### config.mk
export PLATFORM = sky130hd
export DESIGN_NAME = cubic_easing_setpoint_smoother_flat
export DESIGN_NICKNAME = d
export VERILOG_FILES = /design/src/rtl/ces_pkg.sv /design/src/rtl/ces_if.sv /design/src/rtl/ces_cfg.sv /design/src/rtl/ces_seq.sv /design/src/rtl/ces_dp.sv /design/src/rtl/cubic_easing_setpoint_smoother.sv /design/src/flat_wrapper.sv
export SDC_FILE = /design/constraint.sdc
export NUM_CORES = 2
export LEC_CHECK = 0
export BUFFER_PORTS_ARGS = -buffer_cell sky130_fd_sc_hd__buf_2
export CORE_ASPECT_RATIO = 1.5
export CORE_MARGIN = 3
export CORE_UTILIZATION = 62
export DETAILED_ROUTE_END_ITERATION = 8
export PLACE_DENSITY = 0.8
export SLEW_MARGIN = 10
export SYNTH_ARGS = -nofsm -noshare
export SYNTH_HDL_FRONTEND = slang
export SYNTH_SLANG_ARGS = --single-unit
### constraint.sdc
create_clock -name clk -period 16 [get_ports clk]
set_input_delay 3.2 -clock clk [delete_from_list [all_inputs] [get_ports clk]]
set_output_delay 3.2 -clock clk [all_outputs]
set_load 0.01 [all_outputs]
### src/rtl/ces_pkg.sv
// ----------------------------------------------------------------------------
// ces_pkg
// Shared widths, constants, control word types and the microcode table of the
// cubic easing setpoint smoother.
// ----------------------------------------------------------------------------
package ces_pkg;

  localparam int FRAC_BITS = 16;

  // register and field widths
  localparam int INC_W  = 17;                 // time increment register
  localparam int TW     = FRAC_BITS + 1;      // blend time, 0 .. 1.0
  localparam int SUMW   = ((TW > INC_W) ? TW : INC_W) + 1;
  localparam int WW     = FRAC_BITS + 5;      // hermite weights, signed
  localparam int DW     = 33;                 // goal minus start, signed
  localparam int PW     = WW + DW;            // multiplier product
  localparam int AW     = PW + 1;             // accumulator
  localparam int RW     = AW - FRAC_BITS;     // rounded accumulator
  localparam int SW     = RW + 1;             // rounded sum plus start

  localparam int ADDR_W = 3;
  localparam int DATA_W = 32;

  localparam logic [TW-1:0]        ONE_T     = {1'b1, {FRAC_BITS{1'b0}}};
  localparam logic [INC_W-1:0]     INC_RESET = INC_W'(1092);
  localparam logic signed [WW-1:0] ONE_W     = WW'(ONE_T);
  localparam logic signed [AW-1:0] HALF_A    = AW'(ONE_T >> 1);
  localparam logic signed [SW-1:0] SAT_MAX   = SW'(32'sh7fff_ffff);
  localparam logic signed [SW-1:0] SAT_MIN   = SW'(-32'sh7fff_ffff - 32'sd1);

  // register index within the configuration space
  localparam logic [ADDR_W-3:0] REG_TIME_INCREMENT = '0;

  // microprogram
  localparam int STEP_W = 4;
  typedef logic [STEP_W-1:0] step_t;

  localparam step_t STEP_ENTRY = step_t'(0);
  localparam step_t STEP_TT    = step_t'(1);
  localparam step_t STEP_T2    = step_t'(2);
  localparam step_t STEP_T2T   = step_t'(3);
  localparam step_t STEP_T3    = step_t'(4);
  localparam step_t STEP_W1D   = step_t'(5);
  localparam step_t STEP_W2V   = step_t'(6);
  localparam step_t STEP_Q1D   = step_t'(7);
  localparam step_t STEP_Q2V   = step_t'(8);
  localparam step_t STEP_VSUM  = step_t'(9);
  localparam step_t STEP_FIN   = step_t'(10);
  localparam step_t LAST_STEP  = STEP_FIN;

  typedef enum logic [2:0] {
    A_T, A_T2, A_W1, A_W2, A_Q1, A_Q2
  } a_sel_t;

  typedef enum logic [1:0] {
    B_T, B_D, B_V
  } b_sel_t;

  typedef enum logic [1:0] {
    ACC_HOLD, ACC_LOAD, ACC_ADD
  } acc_op_t;

  typedef struct packed {
    a_sel_t  a_sel;
    b_sel_t  b_sel;
    acc_op_t acc_op;
    logic    wr_t2;
    logic    wr_t3;
    logic    wr_pos;
    logic    adv;      // advance blend time unless a retarget is pending
    logic    fin;      // last step of an evaluation
    logic    jmp_en;   // on fin, jump when a retarget is pending
    step_t   jmp_to;
  } ctrl_t;

  typedef struct packed {
    ctrl_t uop;
    logic  load;
    logic  adv;
    logic  commit;
    logic  emit;
  } dp_ctl_t;

  function automatic ctrl_t ucode(input step_t step);
    ctrl_t c;
    c = '0;
    unique case (step)
      STEP_ENTRY: c.adv = 1'b1;
      STEP_TT: begin
        c.a_sel = A_T;
        c.b_sel = B_T;
      end
      STEP_T2:    c.wr_t2 = 1'b1;
      STEP_T2T: begin
        c.a_sel = A_T2;
        c.b_sel = B_T;
      end
      STEP_T3:    c.wr_t3 = 1'b1;
      STEP_W1D: begin
        c.a_sel = A_W1;
        c.b_sel = B_D;
      end
      STEP_W2V: begin
        c.a_sel  = A_W2;
        c.b_sel  = B_V;
        c.acc_op = ACC_LOAD;
      end
      STEP_Q1D: begin
        c.a_sel  = A_Q1;
        c.b_sel  = B_D;
        c.acc_op = ACC_ADD;
      end
      STEP_Q2V: begin
        c.a_sel  = A_Q2;
        c.b_sel  = B_V;
        c.acc_op = ACC_LOAD;
        c.wr_pos = 1'b1;
      end
      STEP_VSUM:  c.acc_op = ACC_ADD;
      STEP_FIN: begin
        c.fin    = 1'b1;
        c.jmp_en = 1'b1;
        c.jmp_to = STEP_TT;
      end
      default:    c = '0;
    endcase
    return c;
  endfunction

  function automatic logic signed [31:0] sat32(input logic signed [SW-1:0] x);
    logic signed [31:0] r;
    if (x > SAT_MAX) begin
      r = 32'sh7fff_ffff;
    end else if (x < SAT_MIN) begin
      r = -32'sh7fff_ffff - 32'sd1;
    end else begin
      r = x[31:0];
    end
    return r;
  endfunction

endpackage

### src/rtl/ces_if.sv
// ----------------------------------------------------------------------------
// ces channel interfaces
// Valid/ready channels for the tick word and the result word.
// ----------------------------------------------------------------------------
interface ces_in_if;
  logic               valid;
  logic               ready;
  logic               func;
  logic signed [31:0] new_goal;

  modport source (output valid, output func, output new_goal, input ready);
  modport sink   (input valid, input func, input new_goal, output ready);
endinterface

interface ces_out_if;
  logic               valid;
  logic               ready;
  logic signed [31:0] position;
  logic signed [31:0] velocity;

  modport source (output valid, output position, output velocity, input ready);
  modport sink   (input valid, input position, input velocity, output ready);
endinterface

### src/rtl/ces_cfg.sv
// ----------------------------------------------------------------------------
// ces_cfg
// APB register file holding the blend time increment.
// ----------------------------------------------------------------------------
module ces_cfg import ces_pkg::*; (
  input  logic              clk,
  input  logic              rst_n,
  input  logic              psel,
  input  logic              penable,
  input  logic              pwrite,
  input  logic [ADDR_W-1:0] paddr,
  input  logic [DATA_W-1:0] pwdata,
  output logic [DATA_W-1:0] prdata,
  output logic              pready,
  output logic [INC_W-1:0]  time_inc
);

  logic [INC_W-1:0] inc_r;
  logic [INC_W-1:0] inc_nxt;
  logic             hit;

  // low two address bits are the byte lane
  assign hit    = (paddr[ADDR_W-1:2] == REG_TIME_INCREMENT);
  assign pready = 1'b1;

  always_comb begin
    inc_nxt = inc_r;
    if (psel && penable && pwrite && hit) begin
      inc_nxt = pwdata[INC_W-1:0];
    end
  end

  always_ff @(posedge clk) begin
    if (!rst_n) begin
      inc_r <= INC_RESET;
    end else begin
      inc_r <= inc_nxt;
    end
  end

  assign prdata   = hit ? {{(DATA_W-INC_W){1'b0}}, inc_r} : '0;
  assign time_inc = inc_r;

endmodule

### src/rtl/ces_seq.sv
// ----------------------------------------------------------------------------
// ces_seq
// Microcode sequencer: step counter, control store, retarget jump and the
// handshake of both channels.
// ----------------------------------------------------------------------------
module ces_seq import ces_pkg::*; (
  input  logic    clk,
  input  logic    rst_n,
  input  logic    in_valid,
  output logic    in_ready,
  output logic    out_valid,
  input  logic    out_ready,
  input  logic    retgt,
  output dp_ctl_t ctl
);

  step_t step_r, step_nxt;
  logic  busy_r, busy_nxt;
  logic  out_valid_r, out_valid_nxt;
  ctrl_t uop;
  logic  accept;
  logic  jump;
  logic  finish;
  logic  emit;

  always_comb begin
    uop    = ucode(step_r);
    accept = in_valid && !busy_r;
    jump   = busy_r && uop.fin && uop.jmp_en && retgt;
    finish = busy_r && uop.fin && !(uop.jmp_en && retgt);
    // result register frees up in the same cycle it is taken
    emit   = finish && (!out_valid_r || out_ready);

    step_nxt = step_r;
    busy_nxt = busy_r;
    priority if (!busy_r) begin
      busy_nxt = accept;
      step_nxt = STEP_ENTRY;
    end else if (jump) begin
      step_nxt = uop.jmp_to;
    end else if (emit) begin
      busy_nxt = 1'b0;
      step_nxt = STEP_ENTRY;
    end else if (!uop.fin) begin
      step_nxt = step_t'(step_r + 1'b1);
    end else begin
      // result register still full, hold on the last step
      step_nxt = step_r;
    end

    out_valid_nxt = emit ? 1'b1 : (out_ready ? 1'b0 : out_valid_r);

    ctl.uop    = uop;
    ctl.load   = accept;
    ctl.commit = jump;
    ctl.adv    = (busy_r && uop.adv && !retgt) || jump;
    ctl.emit   = emit;
  end

  always_ff @(posedge clk) begin
    if (!rst_n) begin
      step_r      <= STEP_ENTRY;
      busy_r      <= 1'b0;
      out_valid_r <= 1'b0;
    end else begin
      step_r      <= step_nxt;
      busy_r      <= busy_nxt;
      out_valid_r <= out_valid_nxt;
    end
  end

  assign in_ready  = !busy_r;
  assign out_valid = out_valid_r;

`ifndef SYNTHESIS
  a_idle_at_entry: assert property (@(posedge clk) disable iff (!rst_n)
    !busy_r |-> step_r == STEP_ENTRY)
    else $error("ces_seq: idle with step counter off entry");

  a_accept_starts: assert property (@(posedge clk) disable iff (!rst_n)
    accept |=> busy_r && step_r == STEP_ENTRY)
    else $error("ces_seq: accepted word did not start the program");

  a_emit_presents: assert property (@(posedge clk) disable iff (!rst_n)
    emit |=> out_valid_r && !busy_r)
    else $error("ces_seq: result not presented after emit");

  a_step_range: assert property (@(posedge clk) disable iff (!rst_n)
    step_r <= LAST_STEP)
    else $error("ces_seq: step counter beyond program");
`endif

endmodule

### src/rtl/ces_dp.sv
// ----------------------------------------------------------------------------
// ces_dp
// Datapath: curve state, one shared signed multiplier, accumulator,
// rounding and saturation, result register.
// ----------------------------------------------------------------------------
module ces_dp import ces_pkg::*; (
  input  logic               clk,
  input  logic               rst_n,
  input  dp_ctl_t            ctl,
  input  logic [INC_W-1:0]   time_inc,
  input  logic               in_func,
  input  logic signed [31:0] in_new_goal,
  output logic               retgt,
  output logic signed [31:0] out_position,
  output logic signed [31:0] out_velocity
);

  // control state
  logic [TW-1:0]      blend_r, blend_nxt;
  logic signed [31:0] start_pos_r, start_pos_nxt;
  logic signed [31:0] start_vel_r, start_vel_nxt;
  logic signed [31:0] goal_r, goal_nxt;
  logic               retgt_r, retgt_nxt;

  // working registers
  logic signed [31:0] new_goal_r;
  logic [TW-1:0]      t2_r;
  logic [TW-1:0]      t3_r;
  logic signed [PW-1:0] prod_r;
  logic signed [AW-1:0] acc_r, acc_nxt;
  logic signed [31:0] pos_r;
  logic signed [31:0] out_pos_r;
  logic signed [31:0] out_vel_r;

  logic [TW-1:0]        base;
  logic [SUMW-1:0]      bsum;
  logic signed [WW-1:0] t_s, t2_s, t3_s;
  logic signed [WW-1:0] w1, w2, q1, q2;
  logic signed [WW-1:0] a_op;
  logic signed [DW-1:0] b_op;
  logic signed [DW-1:0] diff;
  logic signed [PW-1:0] prod_nxt;
  logic signed [AW-1:0] prod_h;
  logic signed [AW-1:0] acc_h;
  logic signed [RW-1:0] rnd_acc;
  logic signed [SW-1:0] pos_sum;
  logic signed [31:0]   pos_sat;
  logic signed [31:0]   vel_sat;

  // blend time advance, clamped at 1.0; restarts from zero on a retarget
  assign base = ctl.commit ? '0 : blend_r;
  assign bsum = SUMW'(base) + SUMW'(time_inc);
  assign blend_nxt = ctl.adv ? ((bsum > SUMW'(ONE_T)) ? ONE_T : bsum[TW-1:0]) : blend_r;

  assign t_s  = $signed({{(WW-TW){1'b0}}, blend_r});
  assign t2_s = $signed({{(WW-TW){1'b0}}, t2_r});
  assign t3_s = $signed({{(WW-TW){1'b0}}, t3_r});

  assign w1 = WW'(3 * t2_s - 2 * t3_s);
  assign w2 = WW'(t3_s - 2 * t2_s + t_s);
  assign q1 = WW'(6 * t_s - 6 * t2_s);
  assign q2 = WW'(3 * t2_s - 4 * t_s + ONE_W);

  assign diff = $signed({goal_r[31], goal_r}) - $signed({start_pos_r[31], start_pos_r});

  always_comb begin
    unique case (ctl.uop.a_sel)
      A_T:     a_op = t_s;
      A_T2:    a_op = t2_s;
      A_W1:    a_op = w1;
      A_W2:    a_op = w2;
      A_Q1:    a_op = q1;
      A_Q2:    a_op = q2;
      default: a_op = t_s;
    endcase
    unique case (ctl.uop.b_sel)
      B_T:     b_op = $signed({{(DW-TW){1'b0}}, blend_r});
      B_D:     b_op = diff;
      B_V:     b_op = DW'(start_vel_r);
      default: b_op = $signed({{(DW-TW){1'b0}}, blend_r});
    endcase
  end

  assign prod_nxt = a_op * b_op;

  always_comb begin
    unique case (ctl.uop.acc_op)
      ACC_HOLD: acc_nxt = acc_r;
      ACC_LOAD: acc_nxt = AW'(prod_r);
      ACC_ADD:  acc_nxt = acc_r + AW'(prod_r);
      default:  acc_nxt = acc_r;
    endcase
  end

  // round half up: add one half, then floor
  assign prod_h  = AW'(prod_r) + HALF_A;
  assign acc_h   = acc_r + HALF_A;
  assign rnd_acc = $signed(acc_h[AW-1:FRAC_BITS]);
  assign pos_sum = SW'(start_pos_r) + SW'(rnd_acc);
  assign pos_sat = sat32(pos_sum);
  assign vel_sat = sat32(SW'(rnd_acc));

  always_comb begin
    start_pos_nxt = start_pos_r;
    start_vel_nxt = start_vel_r;
    goal_nxt      = goal_r;
    retgt_nxt     = retgt_r;
    if (ctl.load) begin
      retgt_nxt = in_func && (in_new_goal != goal_r);
    end else if (ctl.commit) begin
      start_pos_nxt = pos_r;
      start_vel_nxt = vel_sat;
      goal_nxt      = new_goal_r;
      retgt_nxt     = 1'b0;
    end
  end

  always_ff @(posedge clk) begin
    if (!rst_n) begin
      blend_r     <= '0;
      start_pos_r <= '0;
      start_vel_r <= '0;
      goal_r      <= '0;
      retgt_r     <= 1'b0;
    end else begin
      blend_r     <= blend_nxt;
      start_pos_r <= start_pos_nxt;
      start_vel_r <= start_vel_nxt;
      goal_r      <= goal_nxt;
      retgt_r     <= retgt_nxt;
    end
  end

  always_ff @(posedge clk) begin
    prod_r <= prod_nxt;
    acc_r  <= acc_nxt;
    if (ctl.load) begin
      new_goal_r <= in_new_goal;
    end
    if (ctl.uop.wr_t2) begin
      t2_r <= prod_h[FRAC_BITS+TW-1:FRAC_BITS];
    end
    if (ctl.uop.wr_t3) begin
      t3_r <= prod_h[FRAC_BITS+TW-1:FRAC_BITS];
    end
    if (ctl.uop.wr_pos) begin
      pos_r <= pos_sat;
    end
    if (ctl.emit) begin
      out_pos_r <= pos_r;
      out_vel_r <= vel_sat;
    end
  end

  assign retgt        = retgt_r;
  assign out_position = out_pos_r;
  assign out_velocity = out_vel_r;

`ifndef SYNTHESIS
  a_blend_range: assert property (@(posedge clk) disable iff (!rst_n)
    blend_r <= ONE_T)
    else $error("ces_dp: blend time above one");
`endif

endmodule

### src/rtl/cubic_easing_setpoint_smoother.sv
// ----------------------------------------------------------------------------
// cubic_easing_setpoint_smoother
// Cubic Hermite easing of a setpoint toward a goal, Q16.16, one result word
// per tick word.
// ----------------------------------------------------------------------------
// Each tick word runs an 11-step microprogram on one shared signed multiplier
// (t^2, t^3, then the two weighted sums for position and velocity); a new
// tick word is taken only once the last one has reached the result register.
// A tick that retargets to a different goal first runs the program at the
// old blend time to capture the new start point and then runs it again. The
// result register lets the next tick word be taken while a result waits on a
// stalled output. The blend time increment sits at byte address 0 of the APB
// port and must only be written while the block is idle.
module cubic_easing_setpoint_smoother import ces_pkg::*; (
  input  logic              clk,
  input  logic              rst_n,
  ces_in_if.sink            in_ch,
  ces_out_if.source         out_ch,
  input  logic              psel,
  input  logic              penable,
  input  logic              pwrite,
  input  logic [ADDR_W-1:0] paddr,
  input  logic [DATA_W-1:0] pwdata,
  output logic [DATA_W-1:0] prdata,
  output logic              pready
);

  logic [INC_W-1:0] time_inc;
  logic             retgt;
  dp_ctl_t          ctl;

  ces_cfg u_cfg (
    .clk      (clk),
    .rst_n    (rst_n),
    .psel     (psel),
    .penable  (penable),
    .pwrite   (pwrite),
    .paddr    (paddr),
    .pwdata   (pwdata),
    .prdata   (prdata),
    .pready   (pready),
    .time_inc (time_inc)
  );

  ces_seq u_seq (
    .clk       (clk),
    .rst_n     (rst_n),
    .in_valid  (in_ch.valid),
    .in_ready  (in_ch.ready),
    .out_valid (out_ch.valid),
    .out_ready (out_ch.ready),
    .retgt     (retgt),
    .ctl       (ctl)
  );

  ces_dp u_dp (
    .clk          (clk),
    .rst_n        (rst_n),
    .ctl          (ctl),
    .time_inc     (time_inc),
    .in_func      (in_ch.func),
    .in_new_goal  (in_ch.new_goal),
    .retgt        (retgt),
    .out_position (out_ch.position),
    .out_velocity (out_ch.velocity)
  );

endmodule
### src/flat_wrapper.sv
// flat-port wrapper written by rule: the top's interface ports become plain ports
module cubic_easing_setpoint_smoother_flat import ces_pkg::*;
  (clk, rst_n, psel, penable, pwrite, paddr, pwdata, prdata, pready, in_ch_valid, in_ch_func, in_ch_new_goal, in_ch_ready, out_ch_valid, out_ch_position, out_ch_velocity, out_ch_ready);
  ces_in_if in_ch_i ();
  ces_out_if out_ch_i ();
  input  logic clk;
  input  logic rst_n;
  input  logic psel;
  input  logic penable;
  input  logic pwrite;
  input  logic [ADDR_W-1:0] paddr;
  input  logic [DATA_W-1:0] pwdata;
  output logic [DATA_W-1:0] prdata;
  output logic pready;
  input wire logic [$bits(in_ch_i.valid)-1:0] in_ch_valid;
  input wire logic [$bits(in_ch_i.func)-1:0] in_ch_func;
  input wire logic [$bits(in_ch_i.new_goal)-1:0] in_ch_new_goal;
  output wire logic [$bits(in_ch_i.ready)-1:0] in_ch_ready;
  output wire logic [$bits(out_ch_i.valid)-1:0] out_ch_valid;
  output wire logic [$bits(out_ch_i.position)-1:0] out_ch_position;
  output wire logic [$bits(out_ch_i.velocity)-1:0] out_ch_velocity;
  input wire logic [$bits(out_ch_i.ready)-1:0] out_ch_ready;
  assign in_ch_i.valid = in_ch_valid;
  assign in_ch_i.func = in_ch_func;
  assign in_ch_i.new_goal = in_ch_new_goal;
  assign in_ch_ready = in_ch_i.ready;
  assign out_ch_valid = out_ch_i.valid;
  assign out_ch_position = out_ch_i.position;
  assign out_ch_velocity = out_ch_i.velocity;
  assign out_ch_i.ready = out_ch_ready;
  cubic_easing_setpoint_smoother u_core (.clk(clk), .rst_n(rst_n), .in_ch(in_ch_i), .out_ch(out_ch_i), .psel(psel), .penable(penable), .pwrite(pwrite), .paddr(paddr), .pwdata(pwdata), .prdata(prdata), .pready(pready));
endmodule
==> impl_metrics.yaml <==
synth:
  synthDistinctLibCells: 93
  syn_inst: 5968
  yosysTopAreaCellShare: 0.2638
  synth_seq_area_share: 0.1949
  ys_seq_elements: 408
  synth_top_area_cell: "fa_1"
  synth_edf_count: 217
  syn_area_mm2: 0.05304
  async_flop_share: 0
  synth.avg_cell_area_um2: 8.888
  yosys_warnings: 0
  yosys-top-cells-area: "fa_1, edfxtp_1, ha_1"
  ys.flop_type: "edfxtp_1"
die:
  coreArea_mm2: 0.08426
  pin_count: 174
  dieHeight_um: 364.2
  die_x_um: 244.8
  initial_core_util: 0.6296
  rows: 130
  dieArea_mm2: 0.08917
routing:
  remaining_drc_errors: 0
  ant_nets: 0
  wl_per_cell_um: 20.99
  vias: 43008
  routed_wl_mm: 149.7
  drtPass1Iterations: 6
  vias_per_cell: 6.033
  dr.first_iter.drc_count: 2737
worst_setup_path:
  cp.buffers_inverters: 5
  cp_top_family: "adder cells"
  crit_fanout: 31
  slowest_delay_ns: 0.89
  crit_required_ns: 16.45
  cp_common_cell: "fa_1"
  worstSetupStartpointType: "flip-flop"
  r2r-start: "u_core.u_dp.t2_r[1]"
  critPathKind: "flip-flop to flip-flop"
  endpoint_kind: "flip-flop"
  worstPathArrival_ns: 14.55
  crit_path_start: "u_core.u_dp.t2_r[1]"
  critPathSlowestCell: "nor4bb_2"
cts:
  cts_max_level: 2
  path_clk_slew_ns: 0.07
  clock-sinks: 408
  cts_hold_buf: 0
  clk_latency_ns: 0.58
  cts_tree: "yes"
  cts_resized: 0
  cts_buffers: 38
  cts.path.max_buffers: 3
  root_buffer: "clkbuf_16"
  post-cts-setup-buffers: 0
power_and_ir_drop:
  power_frac_clock: 0.430
  switching_share: 0.2520
  switching_power_mw: 0.5975
  combPwrFrac: 0.099
  intPower_mw: 1.774
  seqPwrFrac: 0.471
  ir_worst_vdd_mv: 0.08372
  power_leakage_nw: 26.98
  p_per_area_mw_per_mm2: 42.10
timing:
  setup_viol: 0
  tightest_slew_ns: 1.254
  setup_tns_ns: 0
  slew_viol_final: 0
  period_minus_slack_ns: 14.10
  slew_headroom: 0.1549
  fin_crit_sh: 0.8813
  max_freq_ghz: 0.07092
  timing.hold.ws_ns: 0.4541
  fin_skew_ns: 0.02797
  rsz0062_at_grt: "false"
  finalHoldViolCount: 0
global_route:
  antenna_found_initial: 2
  grt_pass1_vias: 45369
  grtUsageTotal: 0.3402
  grt_max_degree: 83
  grt-ovfl-total: 0
  grt_pass1_wl_mm: 238.3
placement:
  gp_congestion: 0.9623
  hpwlAfterDp_mm: 116.6
  port-buffer-count: 140
cells_and_area:
  diodes: 0
  area_growth_pct: 6.187
  final_common_cell: "inv_1"
  drive_gt1_frac: 0.06592
  final_cell_mix: "inv_1, nand2_1, fa_1"
  final_nets: 7158
status:
  status: "finished clean"
flow_run:
  cap_viol_max_count: 0
hold_path:
  hold_class: "flip-flop to flip-flop"
  hold_start: "u_core.u_dp.pos_r[11]"
-- path summary, 6_finish.rpt --
| check | to | slack, ns | depth (start not counted) |
|---|---|---|---|
| max reg2reg | u_core.u_dp.prod_r[52] | 1.90 | 47 |
| max | u_core.u_dp.prod_r[52] | 1.90 | 47 |
| min | u_core.u_dp.out_position[11] | 0.45 | 0 |
| min reg2reg | u_core.u_dp.out_position[11] | 0.45 | 0 |
-- kinds of logic (layout without fill, tap and decap cells) --
family                   count (synthesis)  in the layout  share of synthesized area
AO/OA/AOI/OAI                         1126           1126                     0.1411
XOR/XNOR                               369            369                    0.06093
buffers and inverters                 1222           1247                    0.08789
flip-flops                             408            408                     0.1949
adder cells (fa/ha/maj)               1106           1106                     0.3598
other                                    2             16                  0.0001416
multiplexers                            52             52                    0.01097
AND/OR/NAND/NOR                       1683           1683                     0.1442
-- flip-flops by register name (all words and copies together) (netlist names), 32 cells and up --
name,flops
u_core.u_dp.out_position,32
u_core.u_dp.prod_r,54
u_core.u_dp.start_vel_r,32
u_core.u_dp.out_velocity,32
u_core.u_dp.pos_r,32
u_core.u_dp.goal_r,32
u_core.u_dp.new_goal_r,32
u_core.u_dp.acc_r,55
u_core.u_dp.start_pos_r,32
-- synth_stat cells (38+ instances only) --
cell and number:
o21ai_1 69, nor3_1 54, edfxtp_1 217, mux2_2 49, dfxtp_1 191, nor2_1 274
a21o_1 171, a31oi_1 41, nand3_1 84, xnor2_1 208, fa_1 699, a21boi_0 87
and2_1 124, nand4_1 39, nor2b_1 75, a21oi_1 257, o21ai_0 157, xor2_1 161
ha_1 407, nand2_1 846, and3_1 41, o21bai_1 38, nand2b_1 54, clkbuf_1 224
o21a_1 49, inv_1 964
-- layout make-up --
cell class                      instances  area (um^2)
Fill cell                            6771        27930
Multi-Input combinational cell       4352        38330
Timing Repair Buffer                  212         1244
Clock buffer                           52         1129
Tap cell                             1122         1404
Inverter                              965         3622
Clock inverter                         18        257.7
Sequential cell                       408        10340
-- stage by stage --
stage	worst slack, ns	std cells	instance area (um^2)	power (mW)	utilization
finish	1.900	7129	56330	2.371	0.6685
global route	1.325	7129	56330	2.435	0.6685
CTS	1.950	7129	56330	2.376	0.6685
detailed placement	1.992	7059	54940	1.368	0.6521
global placement	2.136	7059	54940	1.364	0.6521
floorplan	4.418	5982	53100	1.296	-
-- power by group through the flow --
stage               Clock (mW)  Combinational (mW)  Sequential [mW]
finish                    1.02               0.234             1.12
global route              1.06               0.254             1.12
CTS                       1.03               0.230             1.12
detailed placement           0               0.228             1.14
global placement             0               0.224             1.14
floorplan                    0               0.162             1.13
-- layer usage --
metal,share of wire,GRT usage
met5,0.000060,0
met4,0.089,0.2432
met3,0.068,0.04150
met2,0.49,0.5909
met1,0.36,0.3890
No activity file was read; power rests on OpenSTA's default activity.
